File: src/rtl/core/pvf_pkg.sv
// Shared types and constants for the persistent voxel filter.
// Used by pvf_divider, pvf_ctrl, pvf_datapath and persistent_voxel_filter.
package pvf_pkg;

    localparam int VOXEL_W     = 12;
    localparam int FRAMES_W    = 5;
    localparam int FRAME_W     = 32;
    localparam int CMD_W       = 2;
    localparam int CFG_INDEX_W = 2;
    localparam int DIV_RADIX   = 4;

    localparam logic [CMD_W-1:0] CMD_MARK      = 2'd0;
    localparam logic [CMD_W-1:0] CMD_END_FRAME = 2'd1;
    localparam logic [CMD_W-1:0] CMD_CLASSIFY  = 2'd2;

    localparam logic [CFG_INDEX_W-1:0] CFG_VOXEL_SIZE    = 2'd0;
    localparam logic [CFG_INDEX_W-1:0] CFG_FRAMES_NEEDED = 2'd1;

    localparam logic [VOXEL_W-1:0]  VOXEL_SIZE_RST    = 12'd50;
    localparam logic [FRAMES_W-1:0] FRAMES_NEEDED_RST = 5'd3;
    localparam logic [FRAMES_W-1:0] RUN_MAX           = 5'd31;
    localparam logic [FRAME_W-1:0]  FRAME_RST         = 32'd1;

    typedef struct packed {
        logic [FRAME_W-1:0]  stamp;
        logic [FRAMES_W-1:0] run;
    } cell_t;

    typedef enum logic [2:0] {
        ST_CLEAR,
        ST_IDLE,
        ST_DIVIDE,
        ST_INDEX,
        ST_READ,
        ST_FINISH
    } state_t;

    typedef struct packed {
        logic accept;
        logic div_step;
        logic index_load;
        logic mem_read;
        logic finish;
        logic clr_step;
    } ctrl_cmd_t;

    typedef struct packed {
        logic clr_last;
    } ctrl_status_t;

endpackage

File: src/rtl/core/pvf_ctrl.sv
// Controller state machine for the persistent voxel filter.
// Depends on pvf_pkg for states, command and status structs.
module pvf_ctrl #(
    parameter int COORD_BITS = 16
) (
    input  logic                      aclk,
    input  logic                      aresetn,
    input  logic                      s_valid,
    input  logic [pvf_pkg::CMD_W-1:0] s_cmd,
    output logic                      s_ready,
    output logic                      m_valid,
    input  logic                      m_ready,
    input  pvf_pkg::ctrl_status_t     status,
    output pvf_pkg::ctrl_cmd_t        cmd
);

    localparam int DIV_STEPS = (COORD_BITS + pvf_pkg::DIV_RADIX - 1) / pvf_pkg::DIV_RADIX;
    localparam int CNT_W     = (DIV_STEPS > 1) ? $clog2(DIV_STEPS) : 1;
    localparam logic [CNT_W-1:0] CNT_LAST = CNT_W'(DIV_STEPS - 1);

    pvf_pkg::state_t state_reg;
    pvf_pkg::state_t state_next;
    logic [CNT_W-1:0] step_cnt_reg;
    logic [CNT_W-1:0] step_cnt_next;
    logic             m_valid_reg;
    logic             m_valid_next;
    logic             out_free;
    logic             needs_voxel;

    assign out_free    = !m_valid_reg || m_ready;
    assign needs_voxel = (s_cmd == pvf_pkg::CMD_MARK) || (s_cmd == pvf_pkg::CMD_CLASSIFY);

    always_comb begin
        state_next = state_reg;
        case (state_reg)
            pvf_pkg::ST_CLEAR: begin
                if (status.clr_last) begin
                    state_next = pvf_pkg::ST_IDLE;
                end
            end
            pvf_pkg::ST_IDLE: begin
                if (s_valid) begin
                    state_next = needs_voxel ? pvf_pkg::ST_DIVIDE : pvf_pkg::ST_FINISH;
                end
            end
            pvf_pkg::ST_DIVIDE: begin
                if (step_cnt_reg == CNT_LAST) begin
                    state_next = pvf_pkg::ST_INDEX;
                end
            end
            pvf_pkg::ST_INDEX: state_next = pvf_pkg::ST_READ;
            pvf_pkg::ST_READ:  state_next = pvf_pkg::ST_FINISH;
            pvf_pkg::ST_FINISH: begin
                if (out_free) begin
                    state_next = pvf_pkg::ST_IDLE;
                end
            end
            default: state_next = pvf_pkg::ST_CLEAR;
        endcase
    end

    always_comb begin
        cmd           = '0;
        s_ready       = 1'b0;
        step_cnt_next = step_cnt_reg;
        m_valid_next  = m_valid_reg && !m_ready;
        case (state_reg)
            pvf_pkg::ST_CLEAR: cmd.clr_step = 1'b1;
            pvf_pkg::ST_IDLE: begin
                s_ready       = 1'b1;
                cmd.accept    = s_valid;
                step_cnt_next = '0;
            end
            pvf_pkg::ST_DIVIDE: begin
                cmd.div_step  = 1'b1;
                step_cnt_next = step_cnt_reg + CNT_W'(1);
            end
            pvf_pkg::ST_INDEX: cmd.index_load = 1'b1;
            pvf_pkg::ST_READ:  cmd.mem_read = 1'b1;
            pvf_pkg::ST_FINISH: begin
                if (out_free) begin
                    cmd.finish   = 1'b1;
                    m_valid_next = 1'b1;
                end
            end
            default: cmd = '0;
        endcase
    end

    always_ff @(posedge aclk) begin
        if (!aresetn) begin
            state_reg    <= pvf_pkg::ST_CLEAR;
            step_cnt_reg <= '0;
            m_valid_reg  <= 1'b0;
        end else begin
            state_reg    <= state_next;
            step_cnt_reg <= step_cnt_next;
            m_valid_reg  <= m_valid_next;
        end
    end

    assign m_valid = m_valid_reg;

endmodule

File: config.mk
export PLATFORM = sky130hd
export DESIGN_NAME = pvf_ctrl
export DESIGN_NICKNAME = d
export VERILOG_FILES = /design/src/rtl/core/pvf_pkg.sv /design/src/rtl/core/pvf_ctrl.sv
export SDC_FILE = /design/constraint.sdc
export NUM_CORES = 1
export LEC_CHECK = 0
export BUFFER_PORTS_ARGS = -buffer_cell sky130_fd_sc_hd__buf_4
export CORE_MARGIN = 10
export CORE_UTILIZATION = 30
export CTS_BUF_LIST = sky130_fd_sc_hd__clkbuf_4 sky130_fd_sc_hd__clkbuf_8 sky130_fd_sc_hd__clkbuf_16
export DETAILED_ROUTE_END_ITERATION = 8
export GPL_ROUTABILITY_DRIVEN = 0
export SLEW_MARGIN = 20
export SYNTH_ARGS = -nofsm -noshare
export SYNTH_HDL_FRONTEND = slang
export SYNTH_SLANG_ARGS = --single-unit
File: constraint.sdc
create_clock -name aclk -period 1.25 [get_ports aclk]
set_clock_uncertainty 0.15 [all_clocks]
set_input_delay 0 -clock aclk [delete_from_list [all_inputs] [get_ports aclk]]
set_output_delay 0 -clock aclk [all_outputs]
set_load 0.05 [all_outputs]
* After elaboration in Yosys (flattened, before gate mapping)
Index checks and enable logic that the tools add are counted.
Word-level totals: register bits 6
Operators by class: reduce and logical (&&, ||, !) cells 9, equal/unequal tests 11, multiplexer cells 17, add/sub/neg operators 1
Operators with widths (number):
- $pmux 3 s6 | 1
- $mux 3 | 5
- $mux 1 | 10
- $ne 2x2->1 const B | 4
- $eq 3x2->1 const B | 2
- $eq 3x3->1 const B | 2
- $eq 2x2->1 const B | 2
- $pmux 2 s2 | 1
- $reduce_and 4->1 | 1
- $eq 3x1->1 const B | 1
- $logic_not 3->1 | 1
- $add 2x1->2 const B | 1
- $logic_not 1->1 | 2
- $logic_not 2->1 | 1
- $logic_or 1x1->1 | 2
- $reduce_bool 2->1 | 1
- $logic_and 1x1->1 | 1

* Longest topological paths before layout
Gate-level depths: netlist (run 1).
word-level depth 5, mapped depth 5

* Worst setup path after synthesis (run 1)
Ideal clock, no wire load.
path kind register to output, from reg state_reg[1], to out cmd[0] in the netlist's numbering, setup slack -0.536 ns, arrival time 1.636 ns, cell stages (with the launch flop) 4, data required time 1.100 ns, cells stage by stage dfxtp_1 buf_6 clkbuf_8 nor3_1
RTL lines:
- start: declaration | line pvf_ctrl.sv:21 | pvf_pkg::state_t state_reg;
- start signal: assignment | line pvf_ctrl.sv:92 | state_reg <= pvf_pkg::ST_CLEAR;
- start signal: assignment | line pvf_ctrl.sv:96 | state_reg <= state_next;
- end: declaration | line pvf_ctrl.sv:14 | output pvf_pkg::ctrl_cmd_t cmd

==> flow_results.org, run 1 <==
** Floorplan
- Area enclosed by the die boundary :: ~0.0033 sq mm
- In this run the vertical extent of the chip is roughly 57 microns.
- The die is ~57 microns wide.
- Starting utilization of the core area :: between 30% and 40%
- CORE AREA :: 0.001301 sq mm
- Top Ports :: 15
- The floorplan has 13 rows.

** Logic synthesis
- Counting flops with an async set or reset pin after synthesis yields a share of 0%.
- In this run, synthesis produced a sequential element count of 6.
- For this run, the number of Yosys warnings is 0.
- Summing the sequential cell areas from Yosys gives 29.09% of the chip area.
- Syn Nets :: 59
- Summing every instance area after synthesis gives between 400 and 500 sq um.
- In this run, synthesis inferred 0 flip-flops with an integrated enable.
- Average instance area after synthesis :: slightly above 8 sq um
- Yosys mapped the design onto 24 distinct sky130hd cell types.
- For this run, the leading register cell type out of synthesis is sky130_fd_sc_hd__dfxtp_1.
- Synthesis produced between 50 and 60 cells.

** STA
- In this run the tightest slew margin relative to its limit is 87.07%.
- The total count of max-transition violations in the final report came to 0.
- The final count of hold timing violations is 1.
- Final worst slack :: -0.04413 ns
- For this run, the top clock speed supported by timing is ~770 MHz.
- Transition time at the pin with the least slew margin :: ~0.19 ns
- In the finished design, the share of the clock period the worst path needs comes to 103.5%.
- Hold timing on the final database bottoms out at a slack of -0.1030 ns.
- Setup-failing EPs final :: 5
- The routed design could run at a clock period as short as between 1 and 1.5 ns.
- Setup repair after global routing missed its margin :: true

** Pwr
- Registers are responsible for 31.1% of the overall power.
- Cell internal power dissipation :: approximately 0.46 mW
- Switching share of power :: 32.67%
- In this run the power density over the cells is between 900 and 1000 mW/mm^2.
- Clock Power Share :: approximately a third
- In this run the static leakage power is ~0.33 nW.
- The completed layout was analyzed and its total power is between 0.6 and 0.7 mW.
- Combinational fraction of design power :: a little over a third
- The analysis attributes to net switching a power of roughly 0.22 mW.
- Worst vdd ir :: between 0.0007 and 0.0008 V

** Global routing
- The number of global-route vias before repair is between 400 and 500.
- GRT Util Overall :: between 8 and 9%
- Antenna violations before repair :: 0
- Total global routing overflow :: 0
- The first global-routing pass estimated between 2000 and 2500 microns of wire.
- Entering global routing, the biggest net connects 8 pins.

** Worst setup path
- Maximum net fanout on the critical path :: 5
- Cell type of the slowest stage on the worst timing path :: sky130_fd_sc_hd__dfxtp_4
- The largest single stage delay on the critical path is around 0.4 ns.
- Data arrives at the worst endpoint at around 1.1 ns.
- The signal on the critical path passes through buf_12 > nand3b_1 > nor2b_2 > buf_6.
- STA classifies the critical path endpoint as a primary output.
- The setup path with the least slack is of type register to primary output.
- Type of element launching the critical path :: register
- STA puts the critical path data required time at around 1.1 ns.

** Detailed routing
- Routed wire length per instance :: 13.60 microns
- Wires add up to approximately 1300 microns.
- Number of nets still failing antenna checks after routing :: 0
- Average vias per placed instance :: approximately 5.1
- Initial DRC count :: 7
- The first TritonRoute pass finished after 4 iterations.
- Detailed routing inserted a total of 480 vias.
- In the routed design, unresolved DRC markers number 0.

** Cells and area
- Max FFs per register :: 3
- Number of inserted filler cells in the final layout :: roughly 120
- Nets :: 88
- 0 antenna diodes ended up in the layout.
- In the final layout, the share of cells above drive strength 1 is between 50% and 60%.
- Cells fill ~57% of the core in the end.
- The area growth from synthesis to layout is 80.00%.

** Clock network
- CTS Buf Count :: 3
- Latest clock arrival within the worst-skew pair :: 0.25 ns
- In this run the number of H-tree levels came out at 1.
- Number of hold buffers added after cts :: 3
- Counting along the longest clock path gives a buffer depth of 2.
- After clock tree synthesis, the clock-pin slew on the worst setup and hold paths is approximately 0.05 ns.
- Clock tree synthesis found a total of 6 sinks.
- The tree is rooted in a sky130_fd_sc_hd__clkbuf_4.
- TritonCTS built the clock tree.

** Run status
- Outcome :: finished, violations left
- Violations in the final reports :: negative hold slack, negative setup slack

** Placed design
- Sum of net half-perimeters after detailed placement :: between 800 and 900 microns
- Port bufs :: 13

** Flow run
- Max-cap viol count :: 0

** Min path
- In this run the worst hold path is classified as input port to register.
==> per-layer routing <==
metal	wire (microns)	track usage, %
met1	464	7.692
met2	713	14.42
met3	84	5.531
met4	16	1.007
met5	0	0
==> synthesized netlist by cell type (2+ instances only) <==
master	n	share of area (%)
sky130_fd_sc_hd__nand3_1	3	3.6
sky130_fd_sc_hd__dfxtp_1	6	29
sky130_fd_sc_hd__nor3_1	3	3.6
sky130_fd_sc_hd__nor2_1	7	6.4
sky130_fd_sc_hd__or2b_1	2	3.6
sky130_fd_sc_hd__buf_6	3	8.2
sky130_fd_sc_hd__a21oi_1	5	6.1
sky130_fd_sc_hd__and2_1	2	3.0
sky130_fd_sc_hd__o21ai_0	2	2.4
sky130_fd_sc_hd__a31oi_1	3	4.5
sky130_fd_sc_hd__nand3b_1	2	3.6
==> cell usage in the layout, fill, tap and decap left out <==
cell type and count:
sky130_fd_sc_hd__ha_1 1, sky130_fd_sc_hd__buf_8 2, sky130_fd_sc_hd__nor3_2 2, sky130_fd_sc_hd__nor2_2 4, sky130_fd_sc_hd__nor2_1 1, sky130_fd_sc_hd__nand3_1 3
sky130_fd_sc_hd__clkbuf_4 4, sky130_fd_sc_hd__buf_4 15, sky130_fd_sc_hd__nor2_4 2, sky130_fd_sc_hd__nor4b_2 1, sky130_fd_sc_hd__mux2i_1 1, sky130_fd_sc_hd__or2b_1 2
sky130_fd_sc_hd__and2b_2 1, sky130_fd_sc_hd__a31oi_1 3, sky130_fd_sc_hd__nor3b_1 1, sky130_fd_sc_hd__buf_12 1, sky130_fd_sc_hd__nor3_1 1, sky130_fd_sc_hd__dlygate4sd3_1 3
sky130_fd_sc_hd__clkbuf_2 1, sky130_fd_sc_hd__and2_4 2, sky130_fd_sc_hd__nand2_2 1, sky130_fd_sc_hd__nand2_1 1, sky130_fd_sc_hd__nand3b_1 2, sky130_fd_sc_hd__a21oi_1 5
sky130_fd_sc_hd__nand2b_1 1, sky130_fd_sc_hd__dfxtp_4 4, sky130_fd_sc_hd__nor2b_2 1, sky130_fd_sc_hd__o2111a_1 1, sky130_fd_sc_hd__buf_6 6, sky130_fd_sc_hd__inv_1 1
sky130_fd_sc_hd__o21a_1 1, sky130_fd_sc_hd__dfxtp_1 2, sky130_fd_sc_hd__o21ai_1 2
==> power groups by stage <==
stage | sequential [mW] | combinational (mW) | clock [mW]
6_report | 0.213 | 0.248 | 0.224
5_1_grt | 0.215 | 0.265 | 0.255
4_1_cts | 0.212 | 0.226 | 0.234
3_5_place_dp | 0.217 | 0.196 | 0
3_3_place_gp | 0.217 | 0.194 | 0
2_1_floorplan | 0.210 | 0.131 | 0
==> metrics by stage <==
step	cells	setup TNS [ns]	setup WS [ns]	instance area, sq um
floorplan	51	-0.2206	-0.1103	434.2
global placement	84	0	0.03145	583.1
detailed placement	84	0	0.01756	583.1
CTS	93	-0.2092	-0.06433	705.7
global route	94	-0.6173	-0.1205	743.2
finish	94	-0.1864	-0.04413	743.2
==> cells by family after synthesis <==
logic type	Yosys count	synth area share, %
fa+ha+maj	1	3.030
mux	1	2.424
simple gates	26	35.45
flops	6	29.09
buf+inv	5	12.42
compound gates	12	17.58
==> worst paths after layout <==
path                   startpoint         endpoint  slack, ns  cells past startpoint
hold / removal            m_ready          m_valid      -0.10                      3
setup reg to reg     state_reg[0]     state_reg[2]       0.03                      4
hold reg to reg   step_cnt_reg[1]  step_cnt_reg[1]       0.38                      2
setup / recovery     state_reg[0]           cmd[1]      -0.04                      4
==> worst max-delay path: cells and delay by family (launching register included) <==
family | cells | cell delay [ns]
and+or+nand+nor | 2 | 0.24
buffers and inverters | 2 | 0.27
DFF | 1 | 0.39
==> final cells by class <==
class | instances | area [sq um] | share of cell area (%)
tap | 15 | 18.77 | 2.525
sequential | 6 | 135.1 | 18.18
multi-input combinational | 40 | 290.3 | 39.06
timing repair buffer | 28 | 265.3 | 35.69
inverter | 1 | 3.754 | 0.5051
clock buffer | 4 | 30.03 | 4.040
==> what timing repair did <==
item                                    in CTS  in global routing
endpoints found under the setup margin       7                 11
pin swaps                                    2                  2
buffers inserted                             2                  1
hold endpoints to repair                     6                  1
gates resized for setup                     18                 13
Note: power is estimated with default switching activity, not from simulation.
==> run 2, diff against run 1 <==
--- a/config.mk
+++ b/config.mk
@@ -7,7 +7,7 @@
 export LEC_CHECK = 0
 export BUFFER_PORTS_ARGS = -buffer_cell sky130_fd_sc_hd__buf_4
 export CORE_MARGIN = 10
-export CORE_UTILIZATION = 30
+export CORE_UTILIZATION = 25
 export CTS_BUF_LIST = sky130_fd_sc_hd__clkbuf_4 sky130_fd_sc_hd__clkbuf_8 sky130_fd_sc_hd__clkbuf_16
 export DETAILED_ROUTE_END_ITERATION = 8
 export GPL_ROUTABILITY_DRIVEN = 0
==> flow_results.org, run 2 (synthesized netlist as in run 1, its figures left out) <==
** Run status
- Outcome :: finished, violations left
- Violations in the final reports :: negative hold slack, negative setup slack

** STA
- Worst hold margin :: -0.02765 ns (+0.07531 ns)
- The worst slew margin relative to its limit is 86.51% (-0.56 points).
- Setup repair after global routing missed its margin :: true
- The minimum period implied by the final worst setup slack is 1.289 ns (-0.005039 ns).
- The final count of hold timing violations is 1 (unchanged).
- Setup-failing EPs final :: 4 (-1)
- The fmax is 775.7 MHz (+0.39%).
- Share of the clock period used by the worst path after layout :: 103.1% (-0.40 points)
- Final worst slack :: -0.03909 ns (+0.005039 ns)
- Max Transition Viols Final :: 0 (unchanged)
- The actual slew at the worst max-slew pin is 0.2021 ns (+0.008640 ns).

** Placed design
- Sum of net half-perimeters after detailed placement :: 797 microns (-4.0%)
- Total cell area at the placement stage :: 571.8 sq um (-1.9%)
- Post-Place Cells :: 85 (+1.2%)
- The number of buffers inserted by port buffering is 13 (unchanged).

** Pwr
- Worst vdd ir :: 0.0005236 V (-34%)
- PwrDens :: 856.9 mW/mm^2 (-7.0%)
- Leak Pwr :: 0.3579 nW (+8.6%)

** Min path
- The number of cells traversed by the worst hold path was 4 (+1).
- Min-delay worst type :: input port to register

** Cells and area
- Ratio of cells with drive above 1 in the final layout :: 62.35% (+2.9 points)
- The count of fill cells added during filler insertion came to 149 (+25%).
- Final std cells w/o fill :: 101 (+7.4%)
- Post-Route Utilization :: 53.17% (-3.9 points)
- The area used by multi-input combinational logic is 321.6 sq um (+11%).
- From synthesis to final layout, the design area changed by 98.48%.
- Number of diodes :: 0 (unchanged)
- The flip-flop count of the largest register, all copies and words added is 3 (unchanged).
- Leaving out fill and tap cells, the most frequent cell in the layout is sky130_fd_sc_hd__buf_4.
- Commonest non-fill, non-tap cells in the layout :: sky130_fd_sc_hd__buf_4, sky130_fd_sc_hd__buf_6, sky130_fd_sc_hd__a21oi_1, sky130_fd_sc_hd__clkbuf_4, sky130_fd_sc_hd__dfxtp_4
- Nets :: 94 (+6.8%)
- Area taken by flip-flops and latches :: 135.1 sq um (unchanged)
- The final design area excluding fillers was 819.5 sq um (+10%).

** Detailed routing
- Routed wire length per instance :: 12.12 microns (-11%)
- Drc violations :: 0 (unchanged)
- The post-detailed-routing wire length is 1224 microns (-4.2%).
- The average via count per standard cell came to 4.723 (-7.5%).
- Number of nets still failing antenna checks after routing :: 0 (unchanged)
- Total vias in the final route :: 477 (-0.63%)
- The detailed-router iteration count before antenna repair was 4 (unchanged).
- Initial DRC count :: 18 (+11)

** Global routing
- Via count of the first global-routing pass :: 454 (unchanged)
- GRT Util Overall :: 6.486% (-1.6 points)
- The remaining global-route overflow is 0 (unchanged).
- Antenna violations before repair :: 0 (unchanged)
- The largest net degree at the start of global routing came to 8 (unchanged).
- The first-pass GRT wire length came to 1842 microns (-11%).

** Worst setup path
- The worst setup path is of the register to primary output kind.
- STA classifies the critical path startpoint as a register.
- Maximum net fanout on the critical path :: 5 (unchanged)
- Worst reg-to-reg path cell count :: 5 (+1)
- Crit. End Element :: primary output
- Required time at the worst-slack endpoint :: 1.10 ns (about the same)
- The worst path arrival time is 1.14 ns (about the same).

** Floorplan
- Site Rows :: 14 (+1)
- Die extent in y :: 60.64 microns (+6.2%)
- The area inside the core boundary is 0.001541 sq mm (+18%).
- Area enclosed by the die boundary :: 0.003677 sq mm (+13%)
- The initial core utilization is 26.79% (-4.9 points).
- Horizontal die dimension :: 60.64 microns (+6.2%)
- Top Ports :: 15 (unchanged)

** Clock network
- Clock sinks :: 6 (unchanged)
- Buffer type at the clock tree root :: sky130_fd_sc_hd__clkbuf_4
- The later-pin clock latency in the skew report was 0.24 ns (about the same).
- Clk pin slew, worst setup/hold paths :: 0.05 ns (about the same)
- Number of H-tree levels :: 1 (unchanged)
- CTS Buf Count :: 3 (unchanged)
- Clock tree from TritonCTS :: yes
- Number of hold buffers added after cts :: 3 (unchanged)
- The deepest clock path buffer count came to 2 (unchanged).

** Flow run
- Max-cap viol count :: 0 (unchanged)
==> run 2: layout make-up <==
class	instances	area share, %
multi-input combinational	40	39.24
timing repair buffer	34	37.71
sequential	6	16.49
clock buffer	4	3.664
tap	16	2.443
inverter	1	0.4580
==> run 2: path summary, 6_finish.rpt <==
kind	startpoint	endpoint	slack, ns
min reg2reg	step_cnt_reg[1]	step_cnt_reg[1]	0.37
min	m_ready	m_valid	-0.03
max reg2reg	state_reg[0]	step_cnt_reg[0]	-0.02
max	state_reg[0]	cmd[1]	-0.04
==> run 2: repair_timing <==
action	4_1_cts	5_1_grt
cloned	0	0
buffers inserted	5	5
resized for setup	21	13
setup endpoints to repair	8	10
pin swaps	2	5
endpoints found under the hold margin	6	1
==> run 2: layer usage <==
metal	GRT usage, %	share of wire [%]	up-vias	wire [microns]
li1	-	-	248	-
met1	5.882	40	219	488
met2	11.79	53	8	651
met3	2.714	6.0	2	74
met4	3.762	0.74	0	9
met5	0	0	-	0
==> run 2: per-stage QoR <==
| stage | setup WS (ns) | TNS (ns) | power, mW |
|---|---|---|---|
| floorplan | -0.1103 | -0.2206 | 0.3414 |
| finish | -0.03909 | -0.1028 | 0.7022 |
| detailed placement | 0.0008956 | 0 | 0.3992 |
| global route | -0.1170 | -0.5066 | 0.7451 |
| global placement | -0.002382 | -0.002382 | 0.3985 |
| CTS | -0.03562 | -0.1193 | 0.6701 |
==> run 2: worst max-delay path, stage by stage (launching register included) <==
cell and delay [ns]:
sky130_fd_sc_hd__dfxtp_4 0.38, sky130_fd_sc_hd__buf_6 0.12, sky130_fd_sc_hd__nand3b_1 0.11, sky130_fd_sc_hd__nor2b_2 0.14
sky130_fd_sc_hd__buf_6 0.16
==> run 2: where the power goes <==
part	internal [mW]	switching, mW
Clock	0.143	0.0713
Combinational	0.140	0.136
Sequential	0.196	0.0161
==> run 3, diff against run 2 <==
--- a/config.mk
+++ b/config.mk
@@ -11,6 +11,7 @@
 export CTS_BUF_LIST = sky130_fd_sc_hd__clkbuf_4 sky130_fd_sc_hd__clkbuf_8 sky130_fd_sc_hd__clkbuf_16
 export DETAILED_ROUTE_END_ITERATION = 8
 export GPL_ROUTABILITY_DRIVEN = 0
+export SKIP_CTS_REPAIR_TIMING = 1
 export SLEW_MARGIN = 20
 export SYNTH_ARGS = -nofsm -noshare
 export SYNTH_HDL_FRONTEND = slang
==> flow_results.org, run 3 (synthesized netlist as in run 1, its figures left out) <==
** Run status
- Outcome :: finished, violations left
- Violations in the final reports :: negative hold slack, negative setup slack

** Detailed routing
- The post-detailed-routing wire length is 1199 microns (-2.0%).
- Average vias per placed instance :: 4.770 (+1.0%)
- Drc violations :: 0 (unchanged)
- The remaining antenna violation count was 0 (unchanged).
- The detailed-router iteration count before antenna repair came to 2 (-2).
- The total via count in the routed design was 477 (unchanged).
- The initial DRC count was 3 (-15).
- Routed wire length per instance :: 11.99 microns (-1.1%)

** Min path
- Cells on Worst Hold Path :: 3 (-1)
- For hold timing, the worst endpoint is m_valid.
- Hold path start :: m_ready
- Min-delay worst type :: input port to register

** Cells and area
- The net total in the final layout came to 93 (-1.1%).
- The library cell used most frequently in the layout, excluding fill and tap cells, is sky130_fd_sc_hd__buf_4.
- The number of inserted diodes is 0 (unchanged).
- The flip-flop count of the largest register, all copies and words added came to 3 (unchanged).
- The number of cells in the finished layout apart from fillers is 100 (-0.99%).
- Ratio of cells with drive above 1 in the final layout :: 64.29% (+1.9 points)
- Commonest non-fill, non-tap cells in the layout :: sky130_fd_sc_hd__buf_4, sky130_fd_sc_hd__buf_6, sky130_fd_sc_hd__a21oi_1
- The count of fill cells added during filler insertion was 142 (-4.7%).
- Compared with the post-synthesis result, the final layout area differs by 94.85%.

** Clock network
- TritonCTS built the clock tree.
- Clk pin slew, worst setup/hold paths :: 0.05 ns (about the same)
- The number of buffers created by CTS is 3 (unchanged).
- Number of H-tree levels :: 1 (unchanged)
- The later-pin clock latency in the skew report is 0.24 ns (about the same).
- Buffer type at the clock tree root :: sky130_fd_sc_hd__clkbuf_4
- Maximum number of buffers from clock root to sink :: 2 (unchanged)
- The TritonCTS sink count came to 6 (unchanged).

** STA
- Final worst slack :: -0.04084 ns (-0.001747 ns)
- Transition time at the pin with the least slew margin :: 0.2327 ns (+0.03065 ns)
- Final count of hold timing violations :: 2 (+1)
- Setup repair after global routing missed its margin :: true
- Setup-failing EPs final :: 5 (+1)
- Post-layout minimum cycle time :: 1.291 ns (+0.001747 ns)
- The fmax came to 774.7 MHz (-0.14%).
- The total count of max-transition violations in the final report is 0 (unchanged).
- Headroom to the max-slew limit :: 84.27% (-2.2 points)
- Share of the clock period used by the worst path after layout :: 103.3% (+0.14 points)
- Worst hold margin :: -0.09048 ns (-0.06283 ns)

** Floorplan
- Site Rows :: 14 (unchanged)
- The area inside the core boundary was 0.001541 sq mm (unchanged).
- The height of the die was 60.64 microns (unchanged).
- The boundary pin count is 15 (unchanged).
- Horizontal die dimension :: 60.64 microns (unchanged)
- The initial core utilization is 26.79% (unchanged).
- The die area came to 0.003677 sq mm (unchanged).

** Worst setup path
- The depth of the worst register-to-register path is 5 (unchanged).
- Worst Path Class, Setup :: register to primary output
- The worst setup path is captured at a primary output.
- Type of element launching the critical path :: register
- Maximum net fanout on the critical path :: 10 (+5)
- The required time at the worst-slack endpoint is 1.10 ns (about the same).
- The slack of the worst reg-to-reg path is 0 ns (+0.02 ns).
- Startpoint of the worst register-to-register path :: state_reg[0]
- Crit path arrival time :: 1.14 ns (about the same)
- Terminus of the critical flop-to-flop path :: step_cnt_reg[0]

** Pwr
- Net Sw Power :: 0.2197 mW (-1.6%)
- The share of total power in sequential cells was 30.6% (+0.4 points).
- Clock Power Share :: 30.8% (+0.3 points)
- The combinational group share of total power is 38.6% (-0.7 points).
- Switching share of power :: 31.69% (-0.094 points)
- The leakage component of the power came to 0.3534 nW (-1.2%).
- The total power draw came to 0.6931 mW (-1.3%).
- Worst vdd ir :: 0.0005437 V (+3.8%)
- PwrDens :: 861.6 mW/mm^2 (+0.55%)
- The internal power summed over all cells was 0.4735 mW (-1.2%).

** Global routing
- The number of global-route vias before repair is 382 (-16%).
- The remaining global-route overflow is 0 (unchanged).
- The largest net degree at the start of global routing came to 13 (+5).
- GRT Util Overall :: 5.943% (-0.54 points)
- The number of antenna violations at the first check in global routing is 0 (unchanged).
- Global-route wire length before repair :: 1662 microns (-9.8%)

** Flow run
- The count of maximum capacitance violations was 0 (unchanged).

** Placed design
- Port bufs :: 13 (unchanged)
- Sum of net half-perimeters after detailed placement :: 797 microns (unchanged)
- Post-Place Cells :: 85 (unchanged)
- The worst setup slack before clock tree synthesis came to 0.0008956 ns (unchanged).
[run 3: cell count changes in the layout (fill, tap and decap cells not counted)]
cell | previous run | this run
sky130_fd_sc_hd__nor4b_1 | 0 | 1
sky130_fd_sc_hd__nor2_4 | 3 | 2
sky130_fd_sc_hd__buf_8 | 2 | 3
sky130_fd_sc_hd__dlygate4sd3_1 | 3 | 2
sky130_fd_sc_hd__nor4b_4 | 1 | 0
sky130_fd_sc_hd__nor2_1 | 3 | 1
sky130_fd_sc_hd__nor2_2 | 1 | 4
sky130_fd_sc_hd__buf_2 | 1 | 0
[run 3: metal layers]
metal / vias up / global-route usage (%) / share of wire, %
li1: 249 / - / -
met1: 221 / 6.345 / 43
met2: 5 / 9.461 / 51
met3: 2 / 2.505 / 5.0
met4: 0 / 3.762 / 0.83
met5: - / 0 / 0
[run 3: layout make-up]
type	instances	area [sq um]	share of cell area, %
inverters	1	3.754	0.4666
repair buffers	33	309.0	38.41
clock buffers	4	30.03	3.733
multi-input cells	40	306.5	38.10
well taps	16	20.02	2.488
flip-flops and latches	6	135.1	16.80
[run 3: power by group through the flow]
stage / clock network (mW) / registers (mW) / logic, mW
after floorplan: 0 / 0.210 / 0.131
after global placement: 0 / 0.215 / 0.184
after detailed placement: 0 / 0.214 / 0.185
after CTS: 0.225 / 0.211 / 0.185
after global routing: 0.240 / 0.214 / 0.282
final: 0.214 / 0.212 / 0.267
[run 3: critical path, stage by stage, from the launching register on]
cell	delay, ns
sky130_fd_sc_hd__dfxtp_4	0.39
sky130_fd_sc_hd__buf_4	0.16
sky130_fd_sc_hd__nor3_4	0.17
sky130_fd_sc_hd__buf_6	0.18
[run 3: through the flow]
stage          area, sq um   TNS (ns)  util [%]
6_report             804.5    -0.1261     52.19
4_1_cts              601.8     -1.306     39.04
5_1_grt              804.5    -0.5912     52.19
2_1_floorplan        434.2    -0.2206         -
3_5_place_dp         571.8          0     37.09
3_3_place_gp         571.8  -0.002382     37.09
[run 3: worst max-delay path by stage]
stage / slack (ns) / depth (start not counted) / to / from
2_1_floorplan: -0.11 / 3 / cmd[0] / state_reg[1]
3_3_place_gp: -0.002 / 3 / state_reg[2] / state_reg[1]
3_5_place_dp: 0.0009 / 4 / s_ready / state_reg[1]
4_1_cts: -0.27 / 4 / s_ready / state_reg[1]
5_1_grt: -0.10 / 4 / cmd[1] / state_reg[0]
6_report: -0.04 / 3 / cmd[0] / state_reg[2]
